==> src/design/sac_pkg.sv <==
`default_nettype none
// ----------------------------------------------------------------------------
// sac_pkg
// Shared types and constants of the set-associative cache tag store.
// ----------------------------------------------------------------------------
package sac_pkg;

  localparam int unsigned ADDR_W        = 32;  // address field width
  localparam int unsigned CFG_IDX_W     = 2;
  localparam int unsigned CFG_DATA_W    = 4;   // widest register (offset_bits)
  localparam int unsigned OFF_W         = 4;
  localparam int unsigned IB_W          = 3;
  localparam int unsigned NWAY_W        = 3;
  localparam int unsigned KIND_W        = 2;
  localparam int unsigned WAY_OUT_W     = 2;
  localparam int unsigned SET_OUT_W     = 6;
  localparam int unsigned CNT_W         = 32;
  localparam int unsigned WAY_IDX_MAX_W = 4;   // enough for 16 ways
  localparam int unsigned IB_CAP        = 12;  // hard cap on set index bits

  localparam logic POLICY_FIFO = 1'b0;
  localparam logic POLICY_LRU  = 1'b1;

  typedef enum logic [CFG_IDX_W-1:0] {
    CFG_POLICY = 2'd0,
    CFG_OFFSET = 2'd1,
    CFG_INDEX  = 2'd2,
    CFG_WAYS   = 2'd3
  } cfg_idx_e;

  typedef enum logic [KIND_W-1:0] {
    KIND_HIT        = 2'd0,
    KIND_COMPULSORY = 2'd1,
    KIND_CONFLICT   = 2'd2
  } miss_kind_e;

  // lookup outcome handed from the way logic to the control
  typedef struct packed {
    logic                     hit;
    miss_kind_e               kind;
    logic [WAY_IDX_MAX_W-1:0] way;
  } lookup_t;

endpackage

`default_nettype wire

==> src/design/sac_way_sel.sv <==
`default_nettype none
// ----------------------------------------------------------------------------
// sac_way_sel
// Tag compare across the ways of one set, victim choice and rank update.
// ----------------------------------------------------------------------------
module sac_way_sel #(
  parameter  int unsigned WAYS   = 4,
  parameter  int unsigned TAG_W  = 32,
  parameter  int unsigned RANK_W = 3,
  localparam int unsigned WAY_W  = (WAYS > 1) ? $clog2(WAYS) : 1
) (
  input  wire logic [WAYS-1:0]             rd_valid_i,
  input  wire logic [WAYS-1:0][TAG_W-1:0]  rd_tag_i,
  input  wire logic [WAYS-1:0][RANK_W-1:0] rd_rank_i,
  input  wire logic [TAG_W-1:0]            tag_i,
  input  wire logic [RANK_W-1:0]           nw_i,
  input  wire logic                        lru_i,
  output sac_pkg::lookup_t                 res_o,
  output logic      [WAYS-1:0]             wr_valid_o,
  output logic      [WAYS-1:0][TAG_W-1:0]  wr_tag_o,
  output logic      [WAYS-1:0][RANK_W-1:0] wr_rank_o
);

  import sac_pkg::*;

  // lowest set bit wins
  function automatic logic [WAY_W-1:0] first_one(input logic [WAYS-1:0] v);
    logic [WAY_W-1:0] idx;
    idx = '0;
    for (int i = WAYS - 1; i >= 0; i--) begin
      if (v[i]) idx = WAY_W'(i);
    end
    return idx;
  endfunction

  logic [WAYS-1:0]   inuse, hit_vec, inv_vec, r1_vec, low_vec;
  logic [WAY_W-1:0]  hit_way, vic_way, sel_way;
  logic [RANK_W-1:0] old_rank;
  logic              hit;

  always_comb begin
    for (int w = 0; w < WAYS; w++) begin
      inuse[w]   = 32'(w) < 32'(nw_i);
      hit_vec[w] = inuse[w] && rd_valid_i[w] && (rd_tag_i[w] == tag_i);
      inv_vec[w] = inuse[w] && !rd_valid_i[w];
      r1_vec[w]  = inuse[w] && (rd_rank_i[w] == RANK_W'(1));
    end
  end

  // first in-use way of lowest rank, as independent pairwise compares
  always_comb begin
    for (int w = 0; w < WAYS; w++) begin
      low_vec[w] = inuse[w];
      for (int v = 0; v < WAYS; v++) begin
        if (v != w && inuse[v]) begin
          if (v < w) low_vec[w] = low_vec[w] && (rd_rank_i[v] >  rd_rank_i[w]);
          else       low_vec[w] = low_vec[w] && (rd_rank_i[v] >= rd_rank_i[w]);
        end
      end
    end
  end

  always_comb begin
    hit      = |hit_vec;
    hit_way  = first_one(hit_vec);
    if (|inv_vec)     vic_way = first_one(inv_vec);
    else if (|r1_vec) vic_way = first_one(r1_vec);
    else              vic_way = first_one(low_vec);
    sel_way  = hit ? hit_way : vic_way;
    old_rank = rd_rank_i[hit_way];

    res_o.hit  = hit;
    res_o.way  = WAY_IDX_MAX_W'(sel_way);
    if (hit)           res_o.kind = KIND_HIT;
    else if (|inv_vec) res_o.kind = KIND_COMPULSORY;
    else               res_o.kind = KIND_CONFLICT;
  end

  // new row contents; ways outside the in-use range pass through
  always_comb begin
    wr_valid_o = rd_valid_i;
    wr_tag_o   = rd_tag_i;
    wr_rank_o  = rd_rank_i;
    for (int w = 0; w < WAYS; w++) begin
      if (inuse[w]) begin
        if (hit) begin
          if (lru_i) begin
            if (WAY_W'(w) == hit_way) wr_rank_o[w] = nw_i;
            else if (rd_rank_i[w] > old_rank) wr_rank_o[w] = rd_rank_i[w] - RANK_W'(1);
          end
        end else begin
          if (WAY_W'(w) == vic_way) begin
            wr_valid_o[w] = 1'b1;
            wr_tag_o[w]   = tag_i;
            wr_rank_o[w]  = nw_i;
          end else if (rd_rank_i[w] != '0) begin
            wr_rank_o[w] = rd_rank_i[w] - RANK_W'(1);
          end
        end
      end
    end
  end

endmodule

`default_nettype wire

==> config.mk <==
export PLATFORM = sky130hd
export DESIGN_NAME = sac_way_sel
export DESIGN_NICKNAME = d
export VERILOG_FILES = /design/src/design/sac_pkg.sv /design/src/design/sac_way_sel.sv
export SDC_FILE = /design/constraint.sdc
export NUM_CORES = 1
export LEC_CHECK = 0
export ABC_CLOCK_PERIOD_IN_PS = 3800
export BUFFER_PORTS_ARGS = -buffer_cell sky130_fd_sc_hd__buf_2
export CAP_MARGIN = 20
export CORE_AREA = 4 4 127 129
export DETAILED_ROUTE_END_ITERATION = 8
export DIE_AREA = 0 0 131 133
export PLACE_DENSITY = 0.77
export SLEW_MARGIN = 25
export SYNTH_ARGS = -nofsm -noshare
export SYNTH_HDL_FRONTEND = slang
export SYNTH_SLANG_ARGS = --single-unit
==> constraint.sdc <==
create_clock -name vclk -period 3.8
set_input_delay 0.19 -clock vclk [all_inputs]
set_output_delay 0.19 -clock vclk [all_outputs]
set_load 0.1 [all_outputs]
After elaboration in Yosys (flattened, before gate mapping)
Cells that the tools add are included.
{"block": "op_classes", "addsub": 4, "multipliers": 0, "div": 0, "n_lt_le_gt_ge": 21, "eq_ne": 14, "shift": 0, "n_mux": 87, "bitwise": 0, "reduce_logical": 41}
{"operator": "$mux W32", "n": 12}
{"operator": "$eq A32 B32 Y1", "n": 4}
{"operator": "$mux W3", "n": 29}
{"operator": "$mux W2", "n": 21}
{"operator": "$gt A3 B3 Y1", "n": 10}
{"operator": "$logic_and A1 B1 Y1", "n": 28}
{"operator": "$mux W1", "n": 24}
{"operator": "$ge A3 B3 Y1", "n": 6}
{"operator": "$eq A3 B1 Y1 const B", "n": 4}
{"operator": "$reduce_bool A3 Y1", "n": 4}
{"operator": "$reduce_or A4 Y1", "n": 3}
{"operator": "$sub A3 B1 Y3 const B", "n": 4}
{"operator": "$eq A2 B2 Y1 const A", "n": 4}
{"operator": "$bmux W3 S2", "n": 1}
{"operator": "$lt A1 B3 Y1 const A", "n": 2}
{"operator": "$lt A2 B3 Y1 const A", "n": 2}
{"operator": "$eq A1 B2 Y1 const A", "n": 2}
{"operator": "$logic_not A1 Y1", "n": 4}
{"operator": "$logic_not A2 Y1", "n": 2}
{"operator": "$lt A2 B3 Y1 const B", "n": 1}
{"block": "totals", "reg_bits": 0, "latch_bits": 0, "ramBits": 0, "romBits": 0, "input_bits": 180, "out_inout_bits": 151, "elab_cells": 167, "mem_count": 0}

Longest topological paths before layout
{"block": "depth", "word_depth": 17, "depth_mapped": 20, "depth_no_buf": 19}

Worst setup path before layout
Ideal clock, no wire load.
{"block": "synth_timing", "path_kind": "input-to-output", "from": "input port tag_i[11]", "to": "output port wr_rank_o[0] in the netlist's numbering", "t_arrival_ns": 5.915, "t_required_ns": 3.610, "slack_ns": -2.305, "path_stages": 17, "n_path_buf": 1, "path_cell_list": "buf_2 xor2_1 nor4_1 nand4b_1 or4_1 nor2_1 inv_1 a21oi_1 mux2i_1 nor2_1 a221oi_1 ha_1 a31oi_1 a21oi_1 a41o_2 a31o_2 a311oi_1"}
{"item": "from (decl)", "line_no": "sac_way_sel.sv:15", "rtl": "input wire logic [TAG_W-1:0] tag_i,"}
{"item": "to (decl)", "line_no": "sac_way_sel.sv:21", "rtl": "output logic [WAYS-1:0][RANK_W-1:0] wr_rank_o"}

==> impl_results.rst <==
.. list-table::
   :header-rows: 1

   * - Metric
     - Value
   * - Result of the run
     - finished, violations left
   * - Failing checks
     - setup timing
   * - Initial antenna violation count
     - 5
   * - Top area cells in the synthesized netlist
     - sky130_fd_sc_hd__mux2_2 23%, sky130_fd_sc_hd__xor2_1 13%, sky130_fd_sc_hd__ha_1 7.9%
   * - Crit path DAT
     - 4.04 ns
   * - Cells after synthesis
     - 777
   * - # rows
     - 45
   * - Die area
     - 17,400 sq um
   * - Fraction of power consumed by the clock network
     - 0
   * - HPWL after DPL
     - 30,600 um
   * - RSZ-0062 raised after global routing
     - yes
   * - Sum Neg Setup Slack
     - -4.10 ns
   * - Cell Area, Synth
     - 6030 sq um
   * - Pre-CTS setup slack
     - -0.761 ns
   * - Via total after detailed routing
     - 8,785
   * - Initial drt markers
     - 847
   * - Actual transition at the worst max-transition pin
     - 0.579 ns
   * - Sequential standard cell area
     - 0 sq um
   * - Post-placement cell area
     - 10,600 sq um
   * - Final Total Pwr
     - 3.01 mW
   * - DRC violations left
     - 0
   * - Antenna Nets Post-Route
     - 0
   * - Detailed-route wire length
     - 36,200 um
   * - Sw Share
     - 0.666
   * - Num ports
     - 331
   * - Final critical delay including setup and external delays
     - 4.23 ns
   * - Worst setup path class
     - input pin to output pin
   * - Reg power frac
     - 0
   * - Max-slew headroom at the worst pin
     - 0.610
   * - Cell Count, Final, Fillers Out
     - 1,445
   * - Net count, final
     - 1,475
   * - Chip width
     - 131 um
   * - Post-route fraction of the period consumed by the critical path
     - 1.11
   * - Total global-route track usage
     - 0.388
   * - Share of post-route cells with drive strength above 1
     - 0.606
   * - Sequential cell count
     - 0
   * - Share of synthesized area occupied by flip-flops and latches
     - 0
   * - Slack of the critical path
     - -0.435 ns
   * - Peak fanout along the critical path
     - 6
   * - Routed length per instance
     - 25.0 um
   * - Global-route wire length before repair
     - 52,000 um
   * - Category of the worst setup path capture point
     - output pin
   * - Number of buffers added on ports
     - 329
   * - Max Transition Viols Final
     - 0
   * - Max-cap check violation count
     - 0
   * - First drt pass iteration count
     - 6
   * - Min-delay src
     - rd_tag_i[113]
   * - Top-area cell type share of the netlist area
     - 0.228
   * - Routability congestion estimate from global placement
     - 1.01
   * - Kind of launch point of the worst setup path
     - input pin
   * - Largest net degree at the start of global routing
     - 34
   * - Count of endpoints failing setup in the final report
     - 12
   * - Static Leakage
     - 5.08 nW
   * - F_max
     - 0.236 GHz
   * - Largest area contributor in the synthesized netlist
     - sky130_fd_sc_hd__mux2_2
   * - Distinct cells, synth
     - 81
   * - Number of vias per cell
     - 6.08
   * - Depth of the worst hold-timing path
     - 3
   * - Final hold viol count
     - 0
   * - Placeable Area
     - 15,000 sq um
   * - Worst IR drop on VDD
     - 527 uV
   * - Number of warning messages in the yosys log
     - 0
   * - Combinational share of power
     - 1.000
   * - Share of the core filled with cells in the final layout
     - 0.749
   * - Die extent in y
     - 133 um
   * - Initial core utilization
     - 0.401
   * - Clk_buf instances
     - 0
   * - Number of global-route vias before repair
     - 8,687
   * - Layout Cell Area excl Fill
     - 11,300 sq um
   * - HP Class
     - input pin to output pin
   * - Remaining global-route overflow
     - 0
   * - Area Growth Syn to Fin
     - 86.7%
   * - Critical path required time
     - 3.61 ns
   * - Most frequent cells in the layout
     - 223 x sky130_fd_sc_hd__buf_2, 207 x sky130_fd_sc_hd__buf_4, 120 x sky130_fd_sc_hd__mux2_2
   * - Syn Area/Cell
     - 7.76 sq um
   * - Total power per unit cell area
     - 267 nW/um^2
   * - Switching power
     - 2.00 mW
   * - Leading cell type in the layout, fill and taps excluded
     - sky130_fd_sc_hd__buf_2
   * - Worst Hold Slack
     - 0.822 ns
   * - Total placed cells including tap cells
     - 1,429
   * - End point of the most critical hold path
     - wr_tag_o[113]
   * - Internal power consumption
     - 1.01 mW
[critical path: stages]
cell,delay (ns)
sky130_fd_sc_hd__clkbuf_4,0.19
sky130_fd_sc_hd__xor2_1,0.23
sky130_fd_sc_hd__nor4_2,0.39
sky130_fd_sc_hd__nand4_1,0.14
sky130_fd_sc_hd__or4_4,0.49
sky130_fd_sc_hd__a21oi_4,0.23
sky130_fd_sc_hd__mux2i_1,0.21
sky130_fd_sc_hd__nor2_1,0.06
sky130_fd_sc_hd__a221oi_2,0.17
sky130_fd_sc_hd__buf_4,0.19
sky130_fd_sc_hd__ha_4,0.20
sky130_fd_sc_hd__a31oi_1,0.17
sky130_fd_sc_hd__a21oi_1,0.06
sky130_fd_sc_hd__a41o_2,0.26
sky130_fd_sc_hd__a31o_4,0.22
sky130_fd_sc_hd__buf_6,0.11
sky130_fd_sc_hd__a311oi_4,0.31
sky130_fd_sc_hd__buf_12,0.21
[worst max path at each step]
stage	from	endpoint	slack, ns
final	tag_i[22]	wr_rank_o[0]	-0.43
after global routing	tag_i[31]	wr_rank_o[0]	-0.61
after CTS	tag_i[28]	wr_rank_o[0]	-0.38
after detailed placement	rd_tag_i[113]	wr_rank_o[2]	-0.76
after global placement	rd_tag_i[113]	wr_rank_o[2]	-0.66
after floorplan	tag_i[28]	wr_rank_o[0]	-0.63
[logic make-up after synthesis]
group	Yosys count	share of synthesized area
AOI/OAI and AO/OA	131	0.155
adders and majority gates	41	0.0838
buffers and inverters	90	0.0844
xor gates and xnor gates	131	0.190
other	1	0.000622
muxes	138	0.257
and+or+nand+nor	245	0.229
[per-layer routing]
layer | part of all wire | vias to the layer above | GRT usage | routed length [um]
met5 | 0.0014 | - | 0 | 51
met4 | 0.086 | 8 | 0.255 | 3120
met3 | 0.089 | 194 | 0.0711 | 3220
met2 | 0.49 | 648 | 0.664 | 17600
met1 | 0.34 | 4101 | 0.431 | 12200
li1 | - | 3834 | - | -
[cell type report]
type               count  area [sq um]
multi-input cells    688          6200
repair buffers       539          4720
fillers             1089          3770
well taps            188           235
inverters             28           105
diodes                 2          5.00
[repair_timing]
item                                    CTS  global route
hold buffers                              0             0
endpoints found under the setup margin   12            12
gates resized for setup                  54            47
pin swaps                                27            14
buffers inserted                          8             6
[power groups by stage]
stage / sequential [mW] / clock, mW / combinational [mW]
floorplan: 0 / 0 / 1.89
finish: 0 / 0.0000000704 / 3.01
detailed placement: 0 / 0 / 2.88
global route: 0 / 0.0000000352 / 3.09
global placement: 0 / 0 / 2.85
CTS: 0 / 0 / 2.93
[Yosys cell counts (12+ instances only)]
library cell,count
sky130_fd_sc_hd__ha_1,38
sky130_fd_sc_hd__nor4_1,38
sky130_fd_sc_hd__nand4_1,23
sky130_fd_sc_hd__mux2_2,122
sky130_fd_sc_hd__inv_1,27
sky130_fd_sc_hd__buf_4,14
sky130_fd_sc_hd__nor2_1,38
sky130_fd_sc_hd__xor2_1,90
sky130_fd_sc_hd__buf_2,31
sky130_fd_sc_hd__nor3_1,17
sky130_fd_sc_hd__a21oi_1,24
sky130_fd_sc_hd__nand2_1,48
sky130_fd_sc_hd__o21ai_0,26
sky130_fd_sc_hd__xnor2_1,41
sky130_fd_sc_hd__nand3_1,18
sky130_fd_sc_hd__nor2b_1,12
No activity file was read; power rests on OpenSTA's default activity.
