### config.mk
export PLATFORM = sky130hd
export DESIGN_NAME = sac_ram
export DESIGN_NICKNAME = d
export VERILOG_FILES = /design/src/design/sac_ram.sv
export SDC_FILE = /design/constraint.sdc
export NUM_CORES = 1
export LEC_CHECK = 0
export BUFFER_PORTS_ARGS = -buffer_cell sky130_fd_sc_hd__buf_2
export CORE_ASPECT_RATIO = 1.2
export CORE_MARGIN = 1
export CORE_UTILIZATION = 28
export DETAILED_ROUTE_END_ITERATION = 8
export GPL_TIMING_DRIVEN = 0
export SLEW_MARGIN = 40
export SYNTH_ARGS = -nofsm -noshare
export SYNTH_HDL_FRONTEND = slang
export SYNTH_SLANG_ARGS = --single-unit
### constraint.sdc
create_clock -name clk_i -period 2.45 [get_ports clk_i]
set_input_delay 0.245 -clock clk_i [delete_from_list [all_inputs] [get_ports clk_i]]
set_output_delay 0.245 -clock clk_i [all_outputs]
set_load 0.02 [all_outputs]
### src/design/sac_ram.sv
`default_nettype none
// ----------------------------------------------------------------------------
// sac_ram
// Simple dual-port set memory: one write port, one read port, registered read.
// ----------------------------------------------------------------------------
module sac_ram #(
  parameter  int unsigned DEPTH = 64,
  parameter  int unsigned WIDTH = 8,
  localparam int unsigned AW    = (DEPTH > 1) ? $clog2(DEPTH) : 1
) (
  input  wire logic             clk_i,
  input  wire logic             we_i,
  input  wire logic [AW-1:0]    waddr_i,
  input  wire logic [WIDTH-1:0] wdata_i,
  input  wire logic             re_i,
  input  wire logic [AW-1:0]    raddr_i,
  output logic      [WIDTH-1:0] rdata_o
);

  logic [WIDTH-1:0] mem [DEPTH];
  logic [WIDTH-1:0] rdata_q;

  always_ff @(posedge clk_i) begin
    if (we_i) begin
      mem[waddr_i] <= wdata_i;
    end
  end

  // read data holds until the next read
  always_ff @(posedge clk_i) begin
    if (re_i) begin
      rdata_q <= mem[raddr_i];
    end
  end

  assign rdata_o = rdata_q;

endmodule

`default_nettype wire

Word level (Yosys, flattened, before mapping)
Memory sizes are Yosys's and may differ from the RTL's. A register that Yosys moved wholly into a read port is not among the register bits.
Index checks and enable logic that the tools add are counted.
{"block": "classes", "add_sub_neg": 0, "mul": 0, "div_mod_pow": 0, "order_cmp": 0, "eq_ne": 0, "shift": 0, "muxes": 2, "n_bitwise": 0, "reduce_logical": 0}
{"operator": "two-way mux 1 bit", "count": 2}
{"block": "word_totals", "register_bits": 0, "latch_bits": 0, "ram_bits": 512, "mem_bits_ro": 0, "in_bits": 23, "output_inout_bits": 8, "wordCells": 3, "n_memories": 1}
{"name": "mem", "depth": 64, "word_bits": 8, "read_ports": 1, "rd_ports_with_merged_regs": 1, "write_ports": 1, "line": "20", "rtl": "logic [WIDTH-1:0] mem [DEPTH];"}

Longest topological paths before layout
Gate-level depths: netlist (run 1).
{"block": "depth", "ltp_word": 2, "ltp_mapped": 9, "mapped_depth_nobuf": 5}

Worst setup path after synthesis (run 1)
Ideal clock, no wire load.
{"block": "synth_timing", "kind": "input to register", "from": "input raddr_i[1]", "to": "register rdata_q[3] (netlist: rdata_o[3]) (read register of mem) (data pin)", "setup_time_ns": 0.266, "arrival_ns": 1.785, "required_ns": 2.184, "setup_slack_ns": 0.399, "stages": 7, "n_path_buf": 3, "cell_sequence": "buf_4 -> buf_2 -> buf_2 -> mux4_2 -> mux4_2 -> o21ai_1 -> o41ai_1"}
{"item": "start, declared", "line": "16", "rtl": "input wire logic [AW-1:0] raddr_i,"}
{"item": "end, declared", "line": "21", "rtl": "logic [WIDTH-1:0] rdata_q;"}

==> results of run 1 <==
[metal layers]
metal | up-vias | track usage | part of all wire
li1 | 4075 | - | -
met1 | 5230 | 0.167 | 0.39
met2 | 355 | 0.232 | 0.50
met3 | 104 | 0.0233 | 0.061
met4 | 4 | 0.0645 | 0.048
met5 | - | 0 | 0.00047
[stage by stage]
| step | worst slack (ps) | total power [mW] | utilization | setup TNS (ps) |
|---|---|---|---|---|
| 2_1_floorplan | 399 | 10.6 | - | 0 |
| 3_3_place_gp | -695 | 11.0 | 0.302 | -21840 |
| 3_5_place_dp | -727 | 11.1 | 0.303 | -24820 |
| 4_1_cts | 92.1 | 17.7 | 0.323 | 0 |
| 5_1_grt | 5.58 | 18.1 | 0.323 | 0 |
| 6_report | 53.6 | 17.6 | 0.323 | 0 |
[registers in the layout, indices dropped and copies added, names as in the netlist]
| signal | flops |
|---|---|
| mem | 512 |
| rdata_o | 8 |
[synth_stat cells (8+ instances only)]
cell	number
nand2_1	19
edfxtp_1	520
buf_2	11
nor2_1	83
mux2_2	13
nand3_1	13
nor2b_1	14
mux2i_1	23
clkbuf_1	17
o221ai_1	8
mux4_2	126
o22ai_1	8
buf_4	13
[cell families after synthesis]
| kind of cell | count (synthesis) | synth area share |
|---|---|---|
| buffers and inverters | 51 | 0.0156 |
| and+or+nand+nor | 153 | 0.0337 |
| DFF | 520 | 0.771 |
| muxes | 162 | 0.159 |
| AOI/OAI and AO/OA | 54 | 0.0206 |
[power groups by stage]
stage | logic, mW | registers, mW | clock network (mW)
finish | 1.01 | 9.88 | 6.75
global route | 1.06 | 9.88 | 7.12
CTS | 1.01 | 9.88 | 6.85
detailed placement | 0.998 | 10.1 | 0
global placement | 0.969 | 10.1 | 0
floorplan | 0.525 | 10.1 | 0
[how the worst max path moves through the flow]
| stage | depth (start not counted) | startpoint | endpoint |
|---|---|---|---|
| after floorplan | 7 | raddr_i[1] | rdata_o[3] |
| after global placement | 7 | raddr_i[2] | rdata_o[5] |
| after detailed placement | 7 | raddr_i[2] | rdata_o[3] |
| after CTS | 5 | mem[21][6] | rdata_o[6] |
| after global routing | 9 | raddr_i[1] | rdata_o[5] |
| final | 5 | mem[21][6] | rdata_o[6] |
[cell type report]
type | count | area (µm²) | area share
Buffer | 51 | 324 | 0.0141
Clock buffer | 66 | 1290 | 0.0560
Clock inverter | 19 | 82.6 | 0.00358
Multi-Input combinational cell | 369 | 4440 | 0.193
Sequential cell | 520 | 15600 | 0.678
Tap cell | 926 | 1160 | 0.0503
Timing Repair Buffer | 22 | 130 | 0.00565
[timing repair]
action | in CTS | in global routing
setup endpoints to repair | 3 | 2
resized for setup | 5 | 3
gates cloned | 0 | 0
==> summary.txt, run 1 <==
STA
  • Max Fclk: between 400 and 500 MHz
  • Clock Skews: 18.4 ps
  • Final setup viols: 0
  • RSZ-0062 raised after global routing: false
  • Slew HR: 0.398
  • Tcrit/Tclk final: 0.978
  • Crit path time final: 2400 ps
  • Final hold viol count: 0
  • Slew Viols, Final: 0
  • Worst slew pin tran: around 900 ps
  • WHS: 17.3 ps

Job
  • Max-cap violations: 0

Global routing
  • First-pass GRT wire length: 71300 µm
  • Vias in the first global route: 10100
  • Overall Global Routing Usage: 0.136
  • Largest net degree at the start of global routing: 65
  • Initial antenna violation count: 2
  • Grt ovf: 0

Synth
  • Largest area contributor in the netlist: edfxtp_1
  • Share of the synthesized area in the top cell type: 0.771
  • Yosys warns: 0
  • Seq/Total Area, Yosys: 0.771
  • Number of synthesized flops with an enable pin: 520
  • Largest cells by area after synthesis: edfxtp_1, mux4_2, nor2_1, mux2i_1, mux2_2
  • Synthesized flop and latch total: 520
  • Yosys cell types: 39
  • Synth Instances: 940
  • Primary FF master, synth: edfxtp_1
  • Syn Area/Cell: 21.5 µm²
  • Post-synthesis cell area: between 20000 and 25000 µm²
  • Syn_nets: 963
  • Ys async rst share: 0

Placed design
  • GPL Wtd Cong: 0.860
  • DP Area: 21600 µm²
  • Placed Cells: 1888
  • Post-DP HPWL: 31900 µm
  • Port Buf Inserts: 22

Power
  • Clk pwr share: 0.383
  • Internal power: 13.9 mW
  • Sw Ratio: 0.213
  • Psw: 3.76 mW
  • Flop pwr share: 0.560
  • Peak supply drop: 452 µV
  • Pwr dens: 765 nW/µm²
  • Leak pwr: 6.92 nW
  • Combinational Power Share: 0.057

Critical path
  • CP Buf/Inv Count: 0
  • Slowest stage cell, crit path: mux4_2
  • Critical path required time: 2710 ps
  • Reg-to-Reg Start: mem[21][6]
  • Type of origin of the critical path: flop
  • Critical path endpoint category: flop
  • Worst-case reg-to-reg path depth: 5
  • CP Max Fanout: 1
  • Crit Path Category: flop to flop
  • CP max stage delay: approximately 480 ps
  • Worst EP arrival: approximately 2700 ps
  • Worst flop-to-flop path endpoint: rdata_o[6]
  • Reg2reg setup slack: 50 ps
  • Crit-path leading delay family: multiplexers
  • Crit path cell chain: mux4_2, mux2_2, o221a_2, nor3_1, o32ai_1

Routing
  • First-pass DRT Iterations: 7
  • Drt drc: 0
  • Via count: 9768
  • ANT nets after route: 0
  • Final WL: approximately 50000 µm
  • Drt wl/cell: 25.1 µm
  • DR vias/cell: 4.95
  • DR iter-0 viols: 863

Hold path
  • HP Class: primary input to flop
  • Hold Crit Start: re_i
  • Hold endpoint: rdata_o[7]
  • Hold depth: 1

Floorplan
  • Ports: 31
  • Die W: 247 µm
  • Core area: 71200 µm²
  • Num rows: 107
  • Initial core utilization: 0.284
  • Die area: 73400 µm²
  • Die H: 297 µm

Clock tree
  • H-tree lvl count: 2
  • Clock sinks: 520
  • Clock Tree Root: clkbuf_16
  • Clk slew on worst S/H paths: roughly 70 ps
  • Max Root-Sink Buffers: 3
  • Setup Buffers After CTS: 0
  • Clock latency of the later-clocked register in the worst-skew pair: 570 ps
  • Hold_buf cts: 0
  • CTS tree: done
  • TritonCTS buffer count: 46

Cells and area
  • Non-Filler Cell Area, Final: 23000 µm²
  • Area growth syn-to-layout: 13.8%
  • Diode count: 0
  • Layout Cells excl Fill: 1973
  • Final Net Count: 1033
  • Layout cells sized above 1: 0.280
  • Commonest non-fill, non-tap cells in the layout: edfxtp_1, mux4_2, nor2_1, clkbuf_16, nor2_2
  • Layout fillers: 6754
  • Commonest non-fill, non-tap cell in the layout: edfxtp_1

Outcome
  • Status: finished, final reports clean
(Power assumes the default switching activity.)
==> run 2, diff against run 1 <==
--- a/config.mk
+++ b/config.mk
@@ -10,8 +10,8 @@
 export CORE_MARGIN = 1
 export CORE_UTILIZATION = 28
 export DETAILED_ROUTE_END_ITERATION = 8
+export GPL_ROUTABILITY_DRIVEN = 1
 export GPL_TIMING_DRIVEN = 0
-export SLEW_MARGIN = 40
 export SYNTH_ARGS = -nofsm -noshare
 export SYNTH_HDL_FRONTEND = slang
 export SYNTH_SLANG_ARGS = --single-unit
==> constraint.sdc (replaced) <==
create_clock -name clk_i -period 2.45 [get_ports clk_i]
set_input_delay 0.245 -clock clk_i [delete_from_list [all_inputs] [get_ports clk_i]]
set_output_delay 0.245 -clock clk_i [all_outputs]
set_load 0.05 [all_outputs]
==> run 2 against run 1 <==
Effect of this change:
- sequential cell count did not move
- highest routed layer unchanged
- final area decreased by 0.28%
- critical endpoint is now rdata_o[3]
- sequential power about the same
- via count down 0.70%
==> summary.txt, run 2 (same netlist as run 1, synthesis figures left out) <==
Routing
  • ANT nets after route: 0
  • DR vias/cell: 4.93
  • Via count: 9700
  • Met3 wire len: 2940 µm
  • Drt wl/cell: 24.8 µm
  • DR iter-0 viols: 894
  • Final WL: approximately 49000 µm
  • First-pass DRT Iterations: 7
  • Met1 WL: 19400 µm
  • Top Metal Used: met5
  • Met2 WL: between 20000 and 25000 µm
  • Drt drc: 0

Critical path
  • Critical path endpoint category: flop
  • Crit Path Category: primary input to flop
  • CP Max Fanout: 10
  • Type of origin of the critical path: primary input
  • Crit path cell chain: buf_4, clkbuf_4, buf_4, buf_2, nand3b_1, o22ai_1, o41ai_1
  • Critical path required time: 2720 ps
  • Slowest stage cell, crit path: o41ai_1
  • Worst EP arrival: 2620 ps
  • Worst path most repeated cell: buf_4
  • CP max stage delay: approximately 700 ps

Floorplan
  • Core area: 71200 µm²
  • Die area: ~73000 µm²
  • Die W: 247 µm
  • Ports: 31
  • Num rows: 107
  • Initial core utilization: 0.284
  • Die H: between 200 and 300 µm

Cells and area
  • Final Net Count: 1031
  • Commonest non-fill, non-tap cells in the layout: edfxtp_1, mux4_2, nor2_1, clkbuf_16, buf_2
  • Area growth syn-to-layout: 13.5%
  • Non-Filler Cell Area, Final: 23000 µm²
  • Number of flip-flops in the largest register: a little over 500
  • Commonest non-fill, non-tap cell in the layout: edfxtp_1
  • Top reg by flops: mem
  • Diode count: 0
  • Layout cells sized above 1: 0.248
  • Layout fillers: 6754

Global routing
  • Largest net degree at the start of global routing: 65
  • Vias in the first global route: 10000
  • First-pass GRT wire length: 70800 µm
  • Overall Global Routing Usage: 0.135
  • Initial antenna violation count: 4
  • Grt ovf: 0

STA
  • WHS: 10.0 ps
  • Worst slew pin tran: 1300 ps
  • Final hold viol count: 0
  • Final setup viols: 0
  • TNS Setup: 0 ps
  • RSZ-0062 raised after global routing: false
  • Crit path time final: 2350 ps
  • Slew HR: 0.134
  • Clock Skews: 14.8 ps
  • Max Fclk: 425 MHz
  • Slew Viols, Final: 0
  • Tcrit/Tclk final: 0.959

Clock tree
  • Max Root-Sink Buffers: 3
  • Setup Buffers After CTS: 0
  • Clk slew on worst S/H paths: 60 ps
  • Hold_buf cts: 0
  • TritonCTS buffer count: 46
  • Clock latency of the later-clocked register in the worst-skew pair: ~570 ps
  • H-tree lvl count: 2
  • Clock sinks: 520
  • Clock Tree Root: clkbuf_16
  • CTS tree: done

Outcome
  • Status: finished, final reports clean

Power
  • Leak pwr: 6.92 nW
  • Pwr dens: approximately 780 nW/µm²
  • Peak supply drop: 486 µV
  • Clk pwr share: 0.393
  • Psw: 3.82 mW
  • Combinational Power Share: 0.056
  • Flop pwr share: 0.551
  • Sw Ratio: 0.213
  • Internal power: 14.1 mW

Placed design
  • Port Buf Inserts: 22
  • DP Area: 21500 µm²
  • Post-DP HPWL: 31900 µm
  • GPL Wtd Cong: 0.860

Job
  • Max-cap violations: 0

Hold path
  • HP Class: primary input to flop
run 2: changes by cell type in the layout (fill, tap and decap cells not counted), moves of 3 or more:
cell,change
nor2_1,+34
nor2_2,-34
buf_4,-9
buf_2,+7
clkinv_1,-5
bufinv_16,+4
clkbuf_1,-3
clkbuf_16,-3
clkbuf_2,-3
run 2: worst max-delay path, delay by kind of cell:
| kind | cells | cell delay, ps |
|---|---|---|
| and+or+nand+nor | 1 | 280 |
| AOI/OAI and AO/OA | 2 | 830 |
| buffers and inverters | 4 | 1240 |
run 2: worst paths after layout:
kind / from / to / slack [ps] / cells past startpoint
setup / recovery: raddr_i[1] / rdata_o[3] / 100 / 7
hold / removal: re_i / rdata_o[0] / 10 / 1
setup reg to reg: mem[28][6] / rdata_o[6] / 110 / 5
hold reg to reg: mem[7][7] / rdata_o[7] / 1040 / 4
run 2: area by class of cell:
type / instances / area [µm²] / area share
flip-flops and latches: 520 / 15600 / 0.680
multi-input cells: 369 / 4340 / 0.189
clock buffers: 60 / 1200 / 0.0524
well taps: 926 / 1160 / 0.0504
plain buffers: 49 / 319 / 0.0139
clock inverters: 21 / 226 / 0.00986
repair buffers: 22 / 110 / 0.00479
run 2: metal layers:
metal,track usage,vias to the layer above
li1,-,4065
met3,0.0204,95
met1,0.171,5181
met4,0.0480,8
met2,0.233,351
met5,0,-
run 2: power by group through the flow:
stage               Combinational (mW)  Clock, mW  Sequential, mW
global route                      1.07       7.44            9.88
detailed placement                1.02          0            10.1
CTS                               1.02       7.14            9.88
floorplan                        0.525          0            10.1
finish                            1.01       7.04            9.88
global placement                 0.997          0            10.1
run 2: stage by stage:
stage          std cells  power [mW]  worst slack (ps)   util
4_1_cts             1968        18.0              6.39  0.322
3_5_place_dp        1888        11.1              -729  0.302
5_1_grt             1967        18.4              19.7  0.323
6_report            1967        17.9              99.5  0.323
2_1_floorplan        940        10.6               399      -
3_3_place_gp        1888        11.1              -695  0.302
run 2: timing repair:
item,in CTS,in global routing
endpoints found under the setup margin,4,6
cloned,0,0
resized for setup,3,3
